### src/glu_pkg.sv
// ----------------------------------------------------------------------------
// Glyph lookup package
// Types and constants shared by the UTF-8 glyph lookup block.
// ----------------------------------------------------------------------------
package glu_pkg;

   localparam int MAX_GLYPHS = 1024;
   localparam int SLOT_W     = $clog2(MAX_GLYPHS);
   localparam int COUNT_W    = 11;
   localparam int CODE_W     = 16;
   localparam int WIDTH_W    = 8;
   localparam int ENTRY_W    = CODE_W + WIDTH_W;

   localparam logic KIND_WRITE  = 1'b0;
   localparam logic KIND_LOOKUP = 1'b1;

   localparam logic [1:0] LEN_ONE   = 2'd1;
   localparam logic [1:0] LEN_TWO   = 2'd2;
   localparam logic [1:0] LEN_THREE = 2'd3;

   localparam logic [CODE_W-1:0]         QMARK_CODE      = 16'h003F;
   localparam logic [CODE_W-1:0]         SPACE_CODE      = 16'h0020;
   localparam logic [CODE_W-1:0]         SPECIAL_LIMIT   = 16'd8;
   localparam logic signed [WIDTH_W-1:0] SPECIAL_ADVANCE = 8'sd10;

   typedef struct packed {
      logic                      kind;
      logic [9:0]                entry_slot;
      logic [CODE_W-1:0]         entry_code;
      logic signed [WIDTH_W-1:0] entry_width;
      logic [7:0]                byte_first;
      logic [7:0]                byte_second;
      logic [7:0]                byte_third;
   } req_type;

   typedef struct packed {
      logic                      found;
      logic [9:0]                glyph_slot;
      logic signed [WIDTH_W-1:0] advance;
      logic [CODE_W-1:0]         code_point;
      logic [1:0]                seq_length;
   } rsp_type;

   typedef struct packed {
      logic [CODE_W-1:0] code_point;
      logic [1:0]        seq_length;
   } decode_type;

   typedef struct packed {
      logic [CODE_W-1:0]         entry_code;
      logic signed [WIDTH_W-1:0] entry_width;
   } entry_type;

endpackage

### src/glu_decode.sv
// ----------------------------------------------------------------------------
// UTF-8 decoder
// Turns up to three UTF-8 bytes into a 16-bit code point and a length.
// ----------------------------------------------------------------------------
module glu_decode import glu_pkg::*; (
   input  logic [7:0]  byte_first,
   input  logic [7:0]  byte_second,
   input  logic [7:0]  byte_third,
   output decode_type  dec
);

   logic second_cont;
   logic third_cont;

   assign second_cont = (byte_second[7:6] == 2'b10);
   assign third_cont  = (byte_third[7:6] == 2'b10);

   always_comb begin
      dec.code_point = QMARK_CODE;
      dec.seq_length = LEN_ONE;
      priority if (!byte_first[7]) begin
         dec.code_point = {8'd0, byte_first};
         dec.seq_length = LEN_ONE;
      end else if (byte_first[7:5] == 3'b110 && second_cont) begin
         dec.code_point = {5'd0, byte_first[4:0], byte_second[5:0]};
         dec.seq_length = LEN_TWO;
      end else if (byte_first[7:4] == 4'b1110 && second_cont && third_cont) begin
         dec.code_point = {byte_first[3:0], byte_second[5:0], byte_third[5:0]};
         dec.seq_length = LEN_THREE;
      end else begin
         dec.code_point = QMARK_CODE;
         dec.seq_length = LEN_ONE;
      end
   end

endmodule

### config.mk
export PLATFORM = sky130hd
export DESIGN_NAME = glu_decode
export DESIGN_NICKNAME = d
export VERILOG_FILES = /design/src/glu_pkg.sv /design/src/glu_decode.sv
export SDC_FILE = /design/constraint.sdc
export NUM_CORES = 1
export LEC_CHECK = 0
export ABC_CLOCK_PERIOD_IN_PS = 1150
export BUFFER_PORTS_ARGS = -buffer_cell sky130_fd_sc_hd__buf_4
export CORE_AREA = 5 5 42 44
export DETAILED_ROUTE_END_ITERATION = 7
export DIE_AREA = 0 0 47 49
export PLACE_DENSITY = 0.64
export SLEW_MARGIN = 20
export SYNTH_ARGS = -nofsm -noshare
export SYNTH_HDL_FRONTEND = slang
export SYNTH_SLANG_ARGS = --single-unit
### constraint.sdc
create_clock -name vclk -period 1.15
set_input_delay 0.1725 -clock vclk [all_inputs]
set_output_delay 0.1725 -clock vclk [all_outputs]
set_load 0.01 [all_outputs]
=== Word level (Yosys, flattened, before mapping) ===
Index checks and enable logic that the tools add are counted.

* Flip-flop bits (word level): 0
* Input port bits: 24
* Output and inout port bits: 18
* Word-level logic and storage cells: 10

* Equality and inequality tests: 4
* Mux-type cells: 3
* Reductions and logical operators: 3

{| class="wikitable"
|+ Operators by type and width
! kind !! count
|-
| $mux 18 || 3
|-
| $eq 2x2->1 const B || 2
|-
| $eq 4x4->1 const B || 1
|-
| $eq 3x3->1 const B || 1
|-
| $logic_and 1x1->1 || 3
|}

=== Longest topological paths before layout ===
Gate-level depths: netlist (run 1).

* Depth after elaboration: 6
* Mapped depth: 3
* Gate-level depth less buffers: 3

=== Least setup slack after synthesis (run 1) ===
Ideal clock, no wire load.

* Path type: input-to-output
* Start: in byte_first[4]
* End: out dec[1] in the netlist's numbering
* Data arrival time: 0.916 ns
* Data required time: 0.978 ns
* Setup slack: 0.061 ns
* Stages on the path: 3
* Path buffers: 0
* Path through: and4bb_4 -> and2b_2 -> nor2_1

{| class="wikitable"
|+ RTL lines
! element !! line !! source
|-
| from (decl) || glu_decode.sv:6 || <nowiki>input logic [7:0] byte_first,</nowiki>
|-
| to (decl) || glu_decode.sv:9 || <nowiki>output decode_type dec</nowiki>
|}

==> results.py, run 1 <==
metrics = {
    "floorplanning": {
        "die_h_um": 49,
        "coreArea_um2": 1400,
        "initial_utilization_pct": 23.7,
        "die_area_um2": 2300,
        "ioPinCount": 42,
        "die_x_um": 47,
        "rows": 14,
    },
    "placed_design": {
        "pre_cts_ws_ps": -232,
        "gp_congestion": 0.747,
        "dp_hpwl_um": 1180,
        "portBuffers": 42,
    },
    "layout": {
        "drive_gt1_share_pct": 84.4,
        "final_core_util_pct": 63.1,
        "syn2layout_area_growth_pct": 166,
        "seq_cell_count": 0,
        "insertedDiodeCount": 0,
        "regArea_um2": 0,
        "fin_nets": 122,
        "nClkBuffers": 0,
        "num-fill-cells": 128,
    },
    "synthesis": {
        "syn_nets": 65,
        "ys_seq_area_share_pct": 0,
        "syn_avg_cell_area_um2": 8.12,
        "yosys-top-cells-area": "o221a_1 (17%), and2b_2 (16%), and2_2 (11%)",
        "netlist_instances": 41,
        "yosys_warnings": 0,
        "syn_area_um2": 333,
        "yosysTopAreaCell": "o221a_1",
        "netlist.area_leader.share_pct": 16.9,
        "yosysUniqueCellTypes": 15,
    },
    "worst_setup_path": {
        "crit_path_max_fanout": 5,
        "startpoint_type": "input pin",
        "end_kind": "output pin",
        "crit_type": "in2out",
        "cp.required_ps": 980,
        "arrival_ps": 1110,
    },
    "timing": {
        "hold_viol_final": 0,
        "rsz0062_at_grt": "yes",
        "timing.final.crit_share_pct": 112,
        "drv_slew": 0,
        "setup_viol": 17,
        "fmax_ghz": 0.777,
        "fin_ws_ps": -136,
        "relSlewSlack_pct": 85.6,
        "fin_crit_ps": 1290,
        "worst_slew_pin_slew_ps": 215,
    },
    "detailed_routing": {
        "ant_nets": 0,
        "drt_iter0_markers": 2,
        "wl_um": 1450,
        "drc": 0,
        "wire_per_inst_um": 12.9,
        "first_pass_iters": 4,
        "avgViaCountPerCell": 4.69,
        "num_vias": 525,
    },
    "grt": {
        "grt.busiest_layer": "met2",
        "grt_overflow": 0,
        "grt_pass1_vias": 524,
        "grt_usage_pct": 12.0,
        "grtUsageMet3_pct": 0.738,
        "grt_max_degree": 8,
        "grtUsageMet1_pct": 14.1,
        "antenna_found_initial": 0,
        "grtUsageMet2_pct": 23.5,
        "grt_first_pass_wirelength_um": 2220,
    },
    "status": {
        "violations": "setup timing",
        "status": "complete, but fails checks",
    },
    "power_and_ir_drop": {
        "powerDensity_nw_per_um2": 266,
        "total_leakage_power_nw": 0.439,
        "vdd_ir_drop_max_mv": 0.134,
    },
    "hold_path": {
        "min_path_type": "in2out",
    },
    "job": {
        "maxCapViolCount": 0,
    },
    "cts": {
        "ctsHoldBuffers": 0,
    },
}
-- area by class of cell --
type / instances / area, µm² / share of cell area (%)
repair buffers: 55 / 488 / 55.2
well taps: 16 / 20.0 / 2.26
inverters: 1 / 3.75 / 0.424
multi-input cells: 40 / 373 / 42.1
-- Yosys cell counts --
library cell / instances
a21oi_1: 6
nand4bb_1: 1
o221a_1: 5
nand4b_4: 1
nand2b_4: 1
or2_2: 5
nor2_1: 5
a21bo_2: 1
and4bb_4: 1
a22o_2: 1
and2_2: 5
inv_1: 1
nand3_1: 1
and2b_2: 6
nor3b_2: 1
-- layer usage --
metal | vias to the layer above | wire, µm
li1 | 267 | -
met1 | 239 | 505
met2 | 19 | 813
met3 | 0 | 128
met4 | 0 | 0
met5 | - | 0
-- path summary, 6_finish.rpt --
check	slack, ps	from	to	cells past startpoint
setup / recovery	-140	byte_first[4]	dec[6]	5
hold / removal	650	byte_second[0]	dec[8]	3
-- kinds of logic after synthesis --
family,Yosys count,synth area share [%]
compound gates,13,32.0
buf+inv,1,1.13
simple gates,27,66.9
-- critical path, cell delays in order --
cell and delay [ps]:
buf_6 90, and4bb_4 370, nand2b_4 80, o221a_1 260, buf_6 130
-- repair_timing --
item | 4_1_cts | 5_1_grt
setup endpoints to repair | 16 | 18
pin swaps | 9 | 10
cloned | 0 | 0
setup buffers | 2 | 2
gates resized for setup | 23 | 12
-- report_power, final --
part	internal [mW]	total, mW	switching [mW]
Combinational	0.155	0.236	0.0810
Clock	0	0	0
Sequential	0	0	0
Total	0.155	0.236	0.0810
-- per-stage QoR --
step                total power [mW]  hold slack [ps]  cells  instance area, µm²  setup TNS (ps)
detailed placement             0.199              651    110                 751           -2810
finish                         0.236              647    112                 885           -1730
global route                   0.253              658    112                 885           -2280
floorplan                     0.0650              460     41                 333               0
global placement               0.198              656    110                 751           -2650
CTS                            0.222              642    112                 847           -2050
-- cell usage in the layout, fill, tap and decap left out --
master,n
nor2_1,4
and4bb_4,1
buf_4,36
nor3b_4,1
and2_4,5
nand4bb_1,1
nand2b_4,1
buf_6,18
and2b_4,1
o221a_1,5
nor2_2,1
and2b_2,5
nand3_4,1
nand4b_4,1
a22o_4,1
a21oi_2,2
a21bo_2,1
or2_2,5
inv_1,1
buf_8,1
a21oi_1,4
No activity file was read; power rests on OpenSTA's default activity.
==> run 2, diff against run 1 <==
--- a/config.mk
+++ b/config.mk
@@ -12,2 +12,3 @@
 export DIE_AREA = 0 0 47 49
+export GPL_TIMING_DRIVEN = 0
 export PLACE_DENSITY = 0.64
@@ -17 +18,2 @@
 export SYNTH_SLANG_ARGS = --single-unit
+export TNS_END_PERCENT = 20
==> constraint.sdc (replaced) <==
create_clock -name vclk -period 1.15
set_input_delay 0.23 -clock vclk [all_inputs]
set_output_delay 0.23 -clock vclk [all_outputs]
set_load 0.01 [all_outputs]
==> results.py, run 2 (synthesis results as in run 1) <==
metrics = {
    "detailed_routing": {
        "drc": 0,
        "first_pass_iters": 4,
        "drt_iter0_markers": 2,
        "avgViaCountPerCell": 4.89,
        "wl_um": 1410,
        "wire_per_inst_um": 13.6,
        "num_vias": 509,
        "ant_nets": 0,
    },
    "layout": {
        "drive_gt1_share_pct": 80.7,
        "final_common_cell": "buf_4",
        "seq_cell_count": 0,
        "regArea_um2": 0,
        "syn2layout_area_growth_pct": 140,
        "insertedDiodeCount": 0,
        "nClkBuffers": 0,
        "fin_nets": 114,
        "mostFrequentLayoutCells": "buf_4 (34), buf_6 (12), a21oi_1 (6)",
        "final_core_util_pct": 57.1,
    },
    "timing": {
        "worst_slew_pin_slew_ps": 217,
        "finalSetupTns_ps": -3600,
        "timing.final.crit_share_pct": 122,
        "hold_viol_final": 0,
        "setup_viol": 17,
        "fmax_ghz": 0.713,
        "rsz0062_at_grt": "yes",
        "worst_hold_slack_ps": 755,
        "fin_ws_ps": -252,
        "drv_slew": 0,
        "relSlewSlack_pct": 85.5,
        "fin_crit_ps": 1400,
    },
    "status": {
        "violations": "setup timing",
        "status": "complete, but fails checks",
    },
    "worst_setup_path": {
        "cp_cell_sequence": "buf_6 > and4bb_4 > nand2b_4 > o221a_1 > buf_4",
        "arrival_ps": 1170,
        "crit_path_max_fanout": 6,
        "startpoint": "byte_first[4]",
        "crit_type": "in2out",
        "cp.required_ps": 920,
        "end_kind": "output pin",
        "cp_top_family": "simple AND/OR/NAND/NOR gates",
        "crit_path_end": "dec[6]",
        "critPathSlowestCell": "and4bb_4",
        "startpoint_type": "input pin",
        "cp_slowest_stage_delay_ps": 380,
        "crit_cells": 5,
        "path_buf_inv": 2,
    },
    "floorplanning": {
        "coreArea_um2": 1400,
        "rows": 14,
        "die_x_um": 47,
        "die_area_um2": 2300,
        "initial_utilization_pct": 23.7,
        "die_h_um": 49,
        "ioPinCount": 42,
    },
    "placed_design": {
        "portBuffers": 42,
        "pre_cts_ws_ps": -332,
        "dp_hpwl_um": 1080,
        "gp_congestion": 0.631,
    },
    "power_and_ir_drop": {
        "vdd_ir_drop_max_mv": 0.180,
        "powerDensity_nw_per_um2": 263,
        "total_leakage_power_nw": 0.392,
    },
    "job": {
        "maxCapViolCount": 0,
    },
    "grt": {
        "grt_max_degree": 10,
        "antenna_found_initial": 0,
        "grt_usage_pct": 10.5,
        "grt_first_pass_wirelength_um": 1990,
        "grt_pass1_vias": 490,
        "grt_overflow": 0,
    },
    "hold_path": {
        "min_path_type": "in2out",
        "whs_path_depth": 3,
    },
    "cts": {
        "ctsHoldBuffers": 0,
    },
}
-- run 2: cell types whose count changed in the layout (fill, tap and decap cells not counted) --
cell	before	now
buf_6	18	12
a21oi_1	4	6
a21oi_2	2	0
buf_4	36	34
buf_12	0	1
buf_8	1	0
-- run 2: stage by stage --
step           cell area, µm²  power, mW  instances
2_1_floorplan             348     0.0682         41
3_3_place_gp              683      0.180         99
3_5_place_dp              683      0.181         99
4_1_cts                   742      0.193        101
5_1_grt                   800      0.227        104
6_report                  800      0.210        104
-- run 2: report_power, final --
part | total (mW) | switching, mW | internal [mW]
sequential | 0 | 0 | 0
combinational | 0.210 | 0.0755 | 0.135
clock | 0 | 0 | 0
-- run 2: final cells by class --
type	count	area [µm²]
multi-input cells	40	365
repair buffers	47	410
well taps	16	20.0
inverters	1	3.75
fillers	130	602
-- run 2: worst min-delay path by stage --
stage,startpoint,to,slack [ps]
2_1_floorplan,byte_first[7],dec[0],560
3_3_place_gp,byte_second[0],dec[8],760
3_5_place_dp,byte_second[0],dec[8],760
4_1_cts,byte_second[0],dec[8],760
5_1_grt,byte_second[5],dec[13],770
6_report,byte_second[5],dec[13],750
-- run 2: what timing repair did --
item,4_1_cts,5_1_grt
gates cloned,0,0
pin swaps,7,4
gates resized for setup,15,8
setup endpoints to repair,18,18
buffers inserted,2,3
-- run 2: worst min-delay path: stages --
cell    delay, ps
buf_4          80
and2_4        120
buf_6          90
-- run 2: per-layer routing --
metal / global-route usage [%] / up-vias / part of all wire, %
met5: 0 / - / 0
met4: 0 / 0 / 0
met3: 2.21 / 0 / 12
met2: 17.6 / 28 / 51
met1: 14.3 / 229 / 37
li1: - / 252 / -
