[config.mk]
export PLATFORM = sky130hd
export DESIGN_NAME = glu_ram
export DESIGN_NICKNAME = d
export VERILOG_FILES = /design/src/glu_ram.sv
export SDC_FILE = /design/constraint.sdc
export NUM_CORES = 1
export LEC_CHECK = 0
export BUFFER_PORTS_ARGS = -buffer_cell sky130_fd_sc_hd__buf_2
export CORE_MARGIN = 2
export CORE_UTILIZATION = 45
export CTS_BUF_LIST = sky130_fd_sc_hd__clkbuf_8
export DETAILED_ROUTE_END_ITERATION = 7
export SLEW_MARGIN = 20
export SYNTH_ARGS = -nofsm -noshare
export SYNTH_HDL_FRONTEND = slang
export SYNTH_SLANG_ARGS = --single-unit
export TNS_END_PERCENT = 100
[constraint.sdc]
create_clock -name clock -period 3.4 [get_ports clock]
set_input_delay 1.02 -clock clock [delete_from_list [all_inputs] [get_ports clock]]
set_output_delay 1.02 -clock clock [all_outputs]
set_load 0.01 [all_outputs]
[src/glu_ram.sv]
// ----------------------------------------------------------------------------
// Generic RAM
// One write port and one read port with a registered read.
// ----------------------------------------------------------------------------
module glu_ram #(
   parameter int WIDTH = 8,
   parameter int DEPTH = 16
) (
   input  logic                     clock,
   input  logic                     wr_en,
   input  logic [$clog2(DEPTH)-1:0] wr_addr,
   input  logic [WIDTH-1:0]         wr_data,
   input  logic                     rd_en,
   input  logic [$clog2(DEPTH)-1:0] rd_addr,
   output logic [WIDTH-1:0]         rd_data
);

   logic [WIDTH-1:0] mem [DEPTH];
   logic [WIDTH-1:0] rd_data_ff;

   always_ff @(posedge clock) begin
      if (wr_en) begin
         mem[wr_addr] <= wr_data;
      end
      if (rd_en) begin
         rd_data_ff <= mem[rd_addr];
      end
   end

   assign rd_data = rd_data_ff;

endmodule

Word level (Yosys, flattened, before mapping)
Memory sizes are Yosys's and may differ from the RTL's. A register that Yosys moved wholly into a read port is not among the register bits.
Index checks and enable logic that the tools add are counted.
- flip-flop bits (word level): 0
- input port bits: 19
- word-level logic and storage cells: 3
- bits in writable memories: 128
- output and inout bits: 8
- memories: 1
- multiplexer cells: 2
- memories (memory ; depth ; width ; read ports ; clocked after memory_dff ; write ports ; RTL line ; text):
    mem ; 16 ; 8 ; 1 ; 1 ; 1 ; 18 ; logic [WIDTH-1:0] mem [DEPTH];
- operators by type and width (operator ; number):
    2-to-1 mux 1 bit ; 2

Longest topological paths before layout
Gate-level depths: netlist of the first run.
- word-level depth: 2
- gate-level depth with buffers: 5
- depth with buffers taken out: 3

Worst setup path after synthesis of the first run
Ideal clock, no wire load.
- path kind: input-to-reg
- from: input port wr_addr[2]
- to: memory mem[0][0], enable pin
- data arrival time: 2130 ps
- stages on the path: 2
- path slack: 887 ps
- buffers on the path: 0
- data required time: 3017 ps
- cells stage by stage: or3b_2 -> nor3_1
- RTL lines (element ; RTL line ; text):
    start: declaration ; 11 ; input logic [$clog2(DEPTH)-1:0] wr_addr,
    end: declaration ; 18 ;
No word-level cell before the write port.

Worst setup path in the final report of the first run
- from: input port wr_addr[2]
- to: memory mem[2][0], enable pin
No word-level cell before the write port.

==> results by group, run 1 <==
Outcome
  – Status: finished, final reports clean

Floorplanning
  – Cell Rows: 39
  – Initial Util: a little under half
  – Die H: 111.8 um
  – Die area: ~12000 um2
  – Die X: 111.8 um
  – Ports: 27
  – Core area: 11370 um2

Worst setup path
  – Critical path's largest stage delay: 0.68 ns
  – Crit path required time: 3.45 ns
  – Crit path max fanout: 8
  – Slowest CP cell: nor2_1
  – Crit Path Class: input port to register
  – WP data arrival: about 2.3 ns
  – CP Launch Type: input port
  – Register-to-Register Path Depth: 3
  – Crit end category: register
  – Launch point of the worst reg-to-reg path: mem[9][1]
  – Worst-path cell chain: buf_2 > or3b_2 > nor2_1
  – CP startpoint: wr_addr[2]

Synthesis
  – Top post-synthesis cells by area: edfxtp_1 (78%), mux4_2 (7.8%), mux4_1 (7.0%), a22oi_1 (2.3%), nor2_1 (0.93%)
  – Mean area per synthesized cell: 22.83 um2
  – Top-count cell post-synth: edfxtp_1
  – Compound-Gate Fraction of Synth Area: under 10%
  – Largest family of logic cells by synthesized area: multiplexers
  – Syn. warnings: 0
  – #FFs+latches synth: approximately 140
  – Yosys top cell area share: between 70% and 80%
  – Cell taking the most area after synthesis: edfxtp_1
  – XOR/XNOR Fraction of Synth Area: 0%
  – Cells after Synth: between 200 and 250
  – Synth Area in Simple Gates: under 10%
  – Synth Area in Adders: 0%
  – Sequential cell area fraction in the yosys report: 78.12%
  – Async SR Flop Fraction: 0%
  – Mux contribution to synthesized area: around 15%
  – Post-synth top cells: edfxtp_1 (136), mux4_2 (18), a22oi_1 (16)
  – Mapped Nets: 248
  – Post-synth EDFFs: 136
  – Synth Flop Type: edfxtp_1
  – Synth cell types: 18
  – Cell Area, Synth: ~5200 um2

Global route
  – Initial antenna violation count: 0
  – Global route overflow: 0
  – Largest net degree at the start of global routing: 33
  – First-pass GRT wire length: 15.01 mm
  – Number of global-route vias before repair: 2548
  – Total track usage: 17.26%

Job
  – # Max-Cap Violations: 0

Clock network
  – Post-CTS Setup Bufs: 0
  – Total CTS buffers: 17
  – Insertion delay to the later sink of the worst-skew pair: 0.43 ns
  – Resized Gates After CTS: 0
  – CTS Sinks: 136
  – Clock slew at reported path FFs: 0.07 ns
  – Root Driver: clkbuf_8
  – Cts hold-fix bufs: 0
  – CTS tree: built
  – Clk buf depth: 2
  – H-tree levels: 4

STA
  – Setup ws final: 1.117 ns
  – Fin crit share: around two thirds
  – Worst-Margin Slew: 0.8553 ns
  – Crit path time final: 2.283 ns
  – Worst slew margin: 42.77%
  – Setup Viol. Count Final: 0
  – RSZ-0062 raised after global routing: no
  – Setup_tns: 0 ns
  – Fin. max-slew vios: 0
  – Final Skew: 0.009539 ns
  – Fmax: 0.4380 GHz
  – Fin. Hold Viols: 0

Hold path
  – Min-delay src: mem[15][2]
  – Hold Crit Class: register to register
  – Hold Path Depth: 3

Final layout
  – Utilization after layout: 52.65%
  – Fin nets: about 300
  – Register Area: 4084 um2
  – N_diodes: 0
  – Multi-input logic area: 1057 um2
  – Share of cells above drive strength 1: 30.93%
  – Area Growth Syn to Fin: 14.50%
  – Final instance area: 5986 um2
  – Filler instances: 857

Power
  – Max IR drop VDD: slightly above 300 uV
  – Total power: between 3 and 4 mW
  – PwrDens: 562.0 nW/um2
  – Pleak: 1.991 nW

Placement
  – Dpl cell area: 5595 um2
  – Port Buffers: 26
  – Final RePlAce weighted congestion: 0.7476
  – Place WS: 0.6409 ns
  – DP HPWL: 6.179 mm

Drt
  – # DRC: 0
  – Routed Wire Length: 9.852 mm
  – Initial DRC Count: 193
  – First-pass DRT Iterations: 5
  – DR vias: 2434
  – Vias/cell: 5.608
  – Detailed-route wire length per cell: between 20 and 25 um
  – Final ANT Viol Nets: 0
[area by class of cell]
cell class	instances	share of cell area, %
sequential	136	68.23
clock buffer	17	3.909
timing repair buffer	42	4.599
multi-input combinational	83	17.66
clock inverter	13	2.613
tap	143	2.989
[sequential cells by signal, indices dropped and copies added (netlist names)]
register and flops:
mem 128, rd_data 8
[where the power goes]
group	leakage, nW	internal (mW)	switching, mW
Clock	0.187	0.711	0.584
Sequential	1.24	1.89	0.00906
Combinational	0.567	0.0724	0.100
[metrics by stage]
| step | instances | hold slack [ns] |
|---|---|---|
| after global routing | 434 | 0.8033 |
| after floorplan | 229 | 0.7048 |
| after global placement | 404 | 0.7341 |
| final | 434 | 0.7624 |
| after CTS | 434 | 0.7639 |
| after detailed placement | 404 | 0.7500 |
[cell usage in the layout, fill, tap and decap left out, types with 2 or more instances in the layout]
cell,instances
a22oi_1,16
buf_12,2
buf_2,26
buf_4,14
bufinv_16,3
clkbuf_8,17
clkinv_2,3
clkinvlp_4,4
edfxtp_1,136
mux4_1,14
mux4_2,18
nand2_1,9
nand2b_1,2
nand3b_1,2
nor2_1,13
nor3_1,4
[worst max-delay path, delay by kind of cell]
family	cells	cell delay, ns
simple gates	2	1.20
buf+inv	1	0.12
[final timing paths]
path / to / slack (ns)
worst max-delay path: mem[2][0] / 1.12
worst min-delay path: rd_data[2] / 0.76
worst max register to register: rd_data[1] / 1.90
worst min register to register: rd_data[2] / 0.76
[logic make-up (layout without fill, tap and decap cells)]
group	after synthesis	after routing
flip-flops	136	136
AND/OR/NAND/NOR	35	35
AO/OA/AOI/OAI	16	16
buffers and inverters	10	72
multiplexers	32	32
[routing by layer]
| layer | share of wire (%) | GRT usage (%) | wire [um] | vias up |
|---|---|---|---|---|
| met5 | 0 | 0 | 0 | - |
| met3 | 6.4 | 6.315 | 631 | 6 |
| li1 | - | - | - | 1082 |
| met2 | 49 | 26.10 | 4793 | 95 |
| met1 | 44 | 23.49 | 4328 | 1251 |
| met4 | 0.99 | 6.008 | 98 | 0 |
Note: power is estimated with default switching activity, not from simulation.
==> run 2: changes to the inputs <==
Clock period 3.4 ns to 2.1 ns, I/O delays scaled along.
==> run 2 against run 1 <==
  * Sequential cell count unchanged
  * Power rose by 61%
  * Count of clock-buffer cells in the layout unchanged
  * Sequential power up 62%
  * Largest cell class unchanged
  * Highest routed layer unchanged
==> results by group, run 2 (same netlist as run 1, synthesis figures left out) <==
Floorplanning
  – Initial Util: a little under half
  – Cell Rows: 39
  – Die area: 12490 um2
  – Ports: 27
  – Core area: 11370 um2
  – Die X: 111.8 um
  – Die H: between 100 and 150 um

Final layout
  – Most common cell after layout, fill and taps aside: edfxtp_1
  – N_diodes: 0
  – Largest Register: mem
  – Utilization after layout: 53.86%
  – Share of cells above drive strength 1: 35.28%
  – Most frequent cells in the layout: edfxtp_1 (136), buf_4 (29), buf_2 (26), mux4_2 (18), clkbuf_8 (17)
  – Max reg flops: approximately 130
  – Fin nets: between 300 and 400
  – Area Growth Syn to Fin: 17.14%

Power
  – PwrDens: 886.0 nW/um2
  – Pleak: 2.078 nW
  – Max IR drop VDD: around 340 uV

STA
  – Fmax: around 0.54 GHz
  – Fin crit share: slightly below 90%
  – Fin. Hold Viols: 0
  – Worst slew margin: a little under three quarters
  – Crit path time final: 1.842 ns
  – Setup Viol. Count Final: 0
  – Fin. max-slew vios: 0
  – Setup ws final: 0.2580 ns
  – Final Skew: 0.01155 ns
  – Worst-Margin Slew: roughly 0.44 ns
  – RSZ-0062 raised after global routing: no

Placement
  – Port Buffers: 26
  – Place WS: -0.2259 ns
  – DP HPWL: 6.742 mm
  – Final RePlAce weighted congestion: roughly 0.71

Clock network
  – CTS tree: built
  – CTS Sinks: 136
  – Post-CTS Setup Bufs: 0
  – Clock slew at reported path FFs: 0.08 ns
  – Insertion delay to the later sink of the worst-skew pair: 0.43 ns
  – Clk buf depth: 2
  – Resized Gates After CTS: 0
  – Total CTS buffers: 17
  – H-tree levels: 4
  – Cts hold-fix bufs: 0
  – Root Driver: clkbuf_8

Drt
  – Vias/cell: 5.546
  – Routed Wire Length: 10.51 mm
  – Final ANT Viol Nets: 0
  – # DRC: 0
  – Initial DRC Count: 173
  – DR vias: 2507
  – Detailed-route wire length per cell: 23.26 um
  – First-pass DRT Iterations: 4

Global route
  – Initial antenna violation count: 0
  – Total track usage: 18.14%
  – Largest net degree at the start of global routing: 27
  – Global route overflow: 0
  – Number of global-route vias before repair: 2605
  – First-pass GRT wire length: 15.78 mm

Worst setup path
  – Crit path max fanout: 14
  – Buf/Inv on CP: 3
  – Slowest CP cell: mux4_1
  – Launch point of the worst reg-to-reg path: mem[5][0]
  – Critical path's largest stage delay: 0.59 ns
  – CP Launch Type: input port
  – WP data arrival: 2.02 ns
  – Worst-path cell chain: buf_2 > buf_12 > buf_4 > mux4_1 > a22oi_1 > nand2_1
  – Largest delay share family, worst path: multiplexers
  – Crit end category: register
  – Crit Path Class: input port to register
  – Critical R2R Capture: rd_data[0]
  – Crit path required time: 2.28 ns
  – Reg2reg setup slack: 0.55 ns
  – Register-to-Register Path Depth: 3

Job
  – # Max-Cap Violations: 0

Hold path
  – Hold Crit Class: input port to register
  – Hold Path Depth: 1
  – Hold Path End: mem[7][1]
  – Min-delay src: wr_data[1]

Outcome
  – Status: finished, final reports clean
-- run 2: changes by cell type in the layout (fill, tap and decap cells not counted), sizes merged --
cell    previous run  this run
inv                1         2
bufinv             3         2
buf               42        58
clkinv             5         7
-- run 2: layer usage --
layer / wire length (um) / track usage [%] / vias to the layer above
met5: 0 / 0 / -
met4: 130 / 7.654 / 0
met3: 738 / 4.899 / 13
met2: 5250 / 28.48 / 100
met1: 4393 / 24.28 / 1276
li1: - / - / 1118
-- run 2: worst max-delay path by stage --
stage	from	to	slack (ns)	cells after the start
5_1_grt	rd_addr[0]	rd_data[0]	0.25	6
6_report	rd_addr[0]	rd_data[0]	0.26	6
2_1_floorplan	rd_addr[0]	rd_data[1]	0.19	5
3_5_place_dp	rd_addr[0]	rd_data[0]	-0.23	6
4_1_cts	rd_addr[0]	rd_data[0]	0.25	6
3_3_place_gp	rd_addr[0]	rd_data[0]	-0.20	6
-- run 2: where the power goes --
part | total [mW] | switching (mW) | internal, mW
Combinational | 0.308 | 0.171 | 0.137
Sequential | 3.07 | 0.0157 | 3.05
Clock | 2.05 | 0.992 | 1.05
Total | 5.43 | 1.18 | 4.25
-- run 2: area by class of cell --
type / instances / area, um2
clock buffers: 17 / 234.0
clock inverters: 15 / 156.4
repair buffers: 58 / 407.9
fillers: 879 / 5246
multi-input cells: 83 / 1062
well taps: 143 / 178.9
flip-flops and latches: 136 / 4084
-- run 2: metrics by stage --
stage                     cell area [um2]  power (mW)  instances  hold slack, ns  setup TNS [ns]
final                                6123       5.425        452          0.5720               0
after CTS                            6123       5.475        452          0.5462               0
after detailed placement             5733       3.446        420          0.7436         -0.6488
after global routing                 6123       5.613        452          0.5341               0
after floorplan                      5233       3.288        229          0.7048               0
after global placement               5733       3.438        420          0.7421         -0.6130
-- run 2: worst reg2reg max path, delay by kind of cell (launching register included) --
family,cells,cell delay [ns]
multiplexers,1,0.56
flip-flops,1,0.36
AO/OA/AOI/OAI,1,0.25
AND/OR/NAND/NOR,1,0.13
==> run 3: changes to the inputs <==
Settings changed: CORE_UTILIZATION 45 to 57, PLACE_DENSITY set to 0.78.
==> run 3 against run 2 <==
  * Maximum frequency increased by 7.6%
  * Sequential cell count unchanged
  * Cell count decreased by 9.5%
  * Non-clock buffer count decreased by 8
  * Critical endpoint is now rd_data[2]
  * Highest routed layer unchanged
==> results by group, run 3 (same netlist as run 1, synthesis figures left out) <==
Outcome
  – Status: finished, final reports clean

Worst setup path
  – CP Launch Type: input port
  – WP data arrival: 1.88 ns
  – Crit Path Class: input port to register
  – Crit path required time: 2.26 ns
  – Worst-path cell chain: buf_2 > buf_4 > mux4_1 > a22oi_1 > nand2_1
  – Crit path max fanout: 7
  – Critical path's largest stage delay: 0.59 ns
  – Reg2reg setup slack: 0.61 ns
  – Crit end category: register
  – Slowest CP cell: mux4_1

Global route
  – GR Layer Usage met1: 29.04%
  – Initial antenna violation count: 0
  – Grt met2 use: between 30% and 40%
  – Number of global-route vias before repair: 2594
  – First-pass GRT wire length: 14.80 mm
  – Gr busiest metal: met2
  – Met3 Use GR: 5.200%
  – Largest net degree at the start of global routing: 17
  – Total track usage: a little over a fifth
  – Global route overflow: 0

Floorplanning
  – Cell Rows: 34
  – Initial Util: 59.36%
  – Ports: 27
  – Core area: 8806 um2
  – Die X: 99.77 um
  – Die area: 9953 um2
  – Die H: 99.77 um

Final layout
  – N_diodes: 0
  – Largest Register: mem
  – Most frequent cells in the layout: edfxtp_1 (136), buf_2 (26), buf_4 (20), mux4_2 (18), clkbuf_8 (17)
  – Area Growth Syn to Fin: 14.58%
  – Filler instances: 530
  – Fin nets: 307
  – Share of cells above drive strength 1: 32.23%
  – Most common cell after layout, fill and taps aside: edfxtp_1
  – Max reg flops: around 130
  – Final instance area: 5989 um2

Placement
  – Port Buffers: 26
  – Final RePlAce weighted congestion: 0.7501
  – Place WS: -0.07204 ns
  – DP HPWL: about 6.4 mm
  – Dpl cell area: about 5600 um2

STA
  – Worst-Margin Slew: 0.3722 ns
  – Fmax: 0.5840 GHz
  – Fin. max-slew vios: 0
  – RSZ-0062 raised after global routing: no
  – Crit path time final: 1.712 ns
  – Final Skew: approximately 0.010 ns
  – Setup Viol. Count Final: 0
  – Fin. Hold Viols: 0
  – Setup ws final: 0.3875 ns
  – Fin crit share: 81.55%
  – Worst slew margin: 75.19%

Clock network
  – Root Driver: clkbuf_8
  – Cts hold-fix bufs: 0
  – Insertion delay to the later sink of the worst-skew pair: roughly 0.43 ns
  – Clk buf depth: 2
  – Clock slew at reported path FFs: 0.08 ns
  – Resized Gates After CTS: 0
  – CTS tree: built
  – Total CTS buffers: 17
  – H-tree levels: 4
  – Post-CTS Setup Bufs: 0
  – CTS Sinks: 136

Job
  – # Max-Cap Violations: 0

Drt
  – Detailed-route wire length per cell: ~23 um
  – Final ANT Viol Nets: 0
  – # DRC: 0
  – Initial DRC Count: around 230
  – First-pass DRT Iterations: 4
  – Routed Wire Length: 9.607 mm
  – DR vias: 2487
  – Vias/cell: 6.081

Power
  – Max IR drop VDD: 468.5 uV
  – Pleak: 2.031 nW
  – PwrDens: 871.6 nW/um2

Hold path
  – Hold Crit Class: input port to register
==> run 3: cell count changes in the layout (fill, tap and decap cells not counted), sizes merged <==
cell and delta:
inv -1, buf -8, bufinv -1, clkinv +4
clkinvlp -2
==> run 3: worst paths after layout <==
path | cells past startpoint | start | end
worst max-delay path | 5 | rd_addr[0] | rd_data[2]
worst max register to register | 3 | mem[0][2] | rd_data[2]
worst min-delay path | 1 | rd_en | rd_data[4]
worst min register to register | 3 | mem[15][5] | rd_data[5]
==> run 3: cell type report <==
cell class | count | area, um2 | share of cell area [%]
Timing Repair Buffer | 50 | 360.3 | 6.016
Sequential cell | 136 | 4084 | 68.18
Multi-Input combinational cell | 83 | 1062 | 17.74
Tap cell | 108 | 135.1 | 2.256
Clock inverter | 15 | 113.9 | 1.901
Clock buffer | 17 | 234.0 | 3.906
==> run 3: metrics by stage <==
stage	utilization [%]	instances	TNS (ns)	power, mW	hold slack, ns
final	68.02	409	0	5.220	0.5738
after CTS	68.02	409	0	5.258	0.5506
after detailed placement	64.07	377	-0.3090	3.431	0.7326
after global routing	68.02	409	0	5.386	0.5517
after floorplan	-	229	0	3.288	0.7048
after global placement	64.07	377	-0.2351	3.419	0.7357
==> run 3: worst max-delay path: cells and delay by family <==
| family | cells | cell delay [ns] |
|---|---|---|
| AO/OA/AOI/OAI | 1 | 0.19 |
| AND/OR/NAND/NOR | 1 | 0.10 |
| multiplexers | 1 | 0.59 |
| buffers and inverters | 2 | 0.35 |
==> run 3: power by group <==
| part | total, mW | switching [mW] | internal [mW] |
|---|---|---|---|
| sequential | 3.07 | 0.0169 | 3.06 |
| combinational | 0.293 | 0.162 | 0.131 |
| clock | 1.85 | 0.944 | 0.911 |
==> run 3: metal layers <==
metal | share of wire (%) | vias up
met5 | 0 | -
met1 | 40 | 1281
met2 | 52 | 96
met4 | 1.9 | 0
li1 | - | 1096
met3 | 6.3 | 14
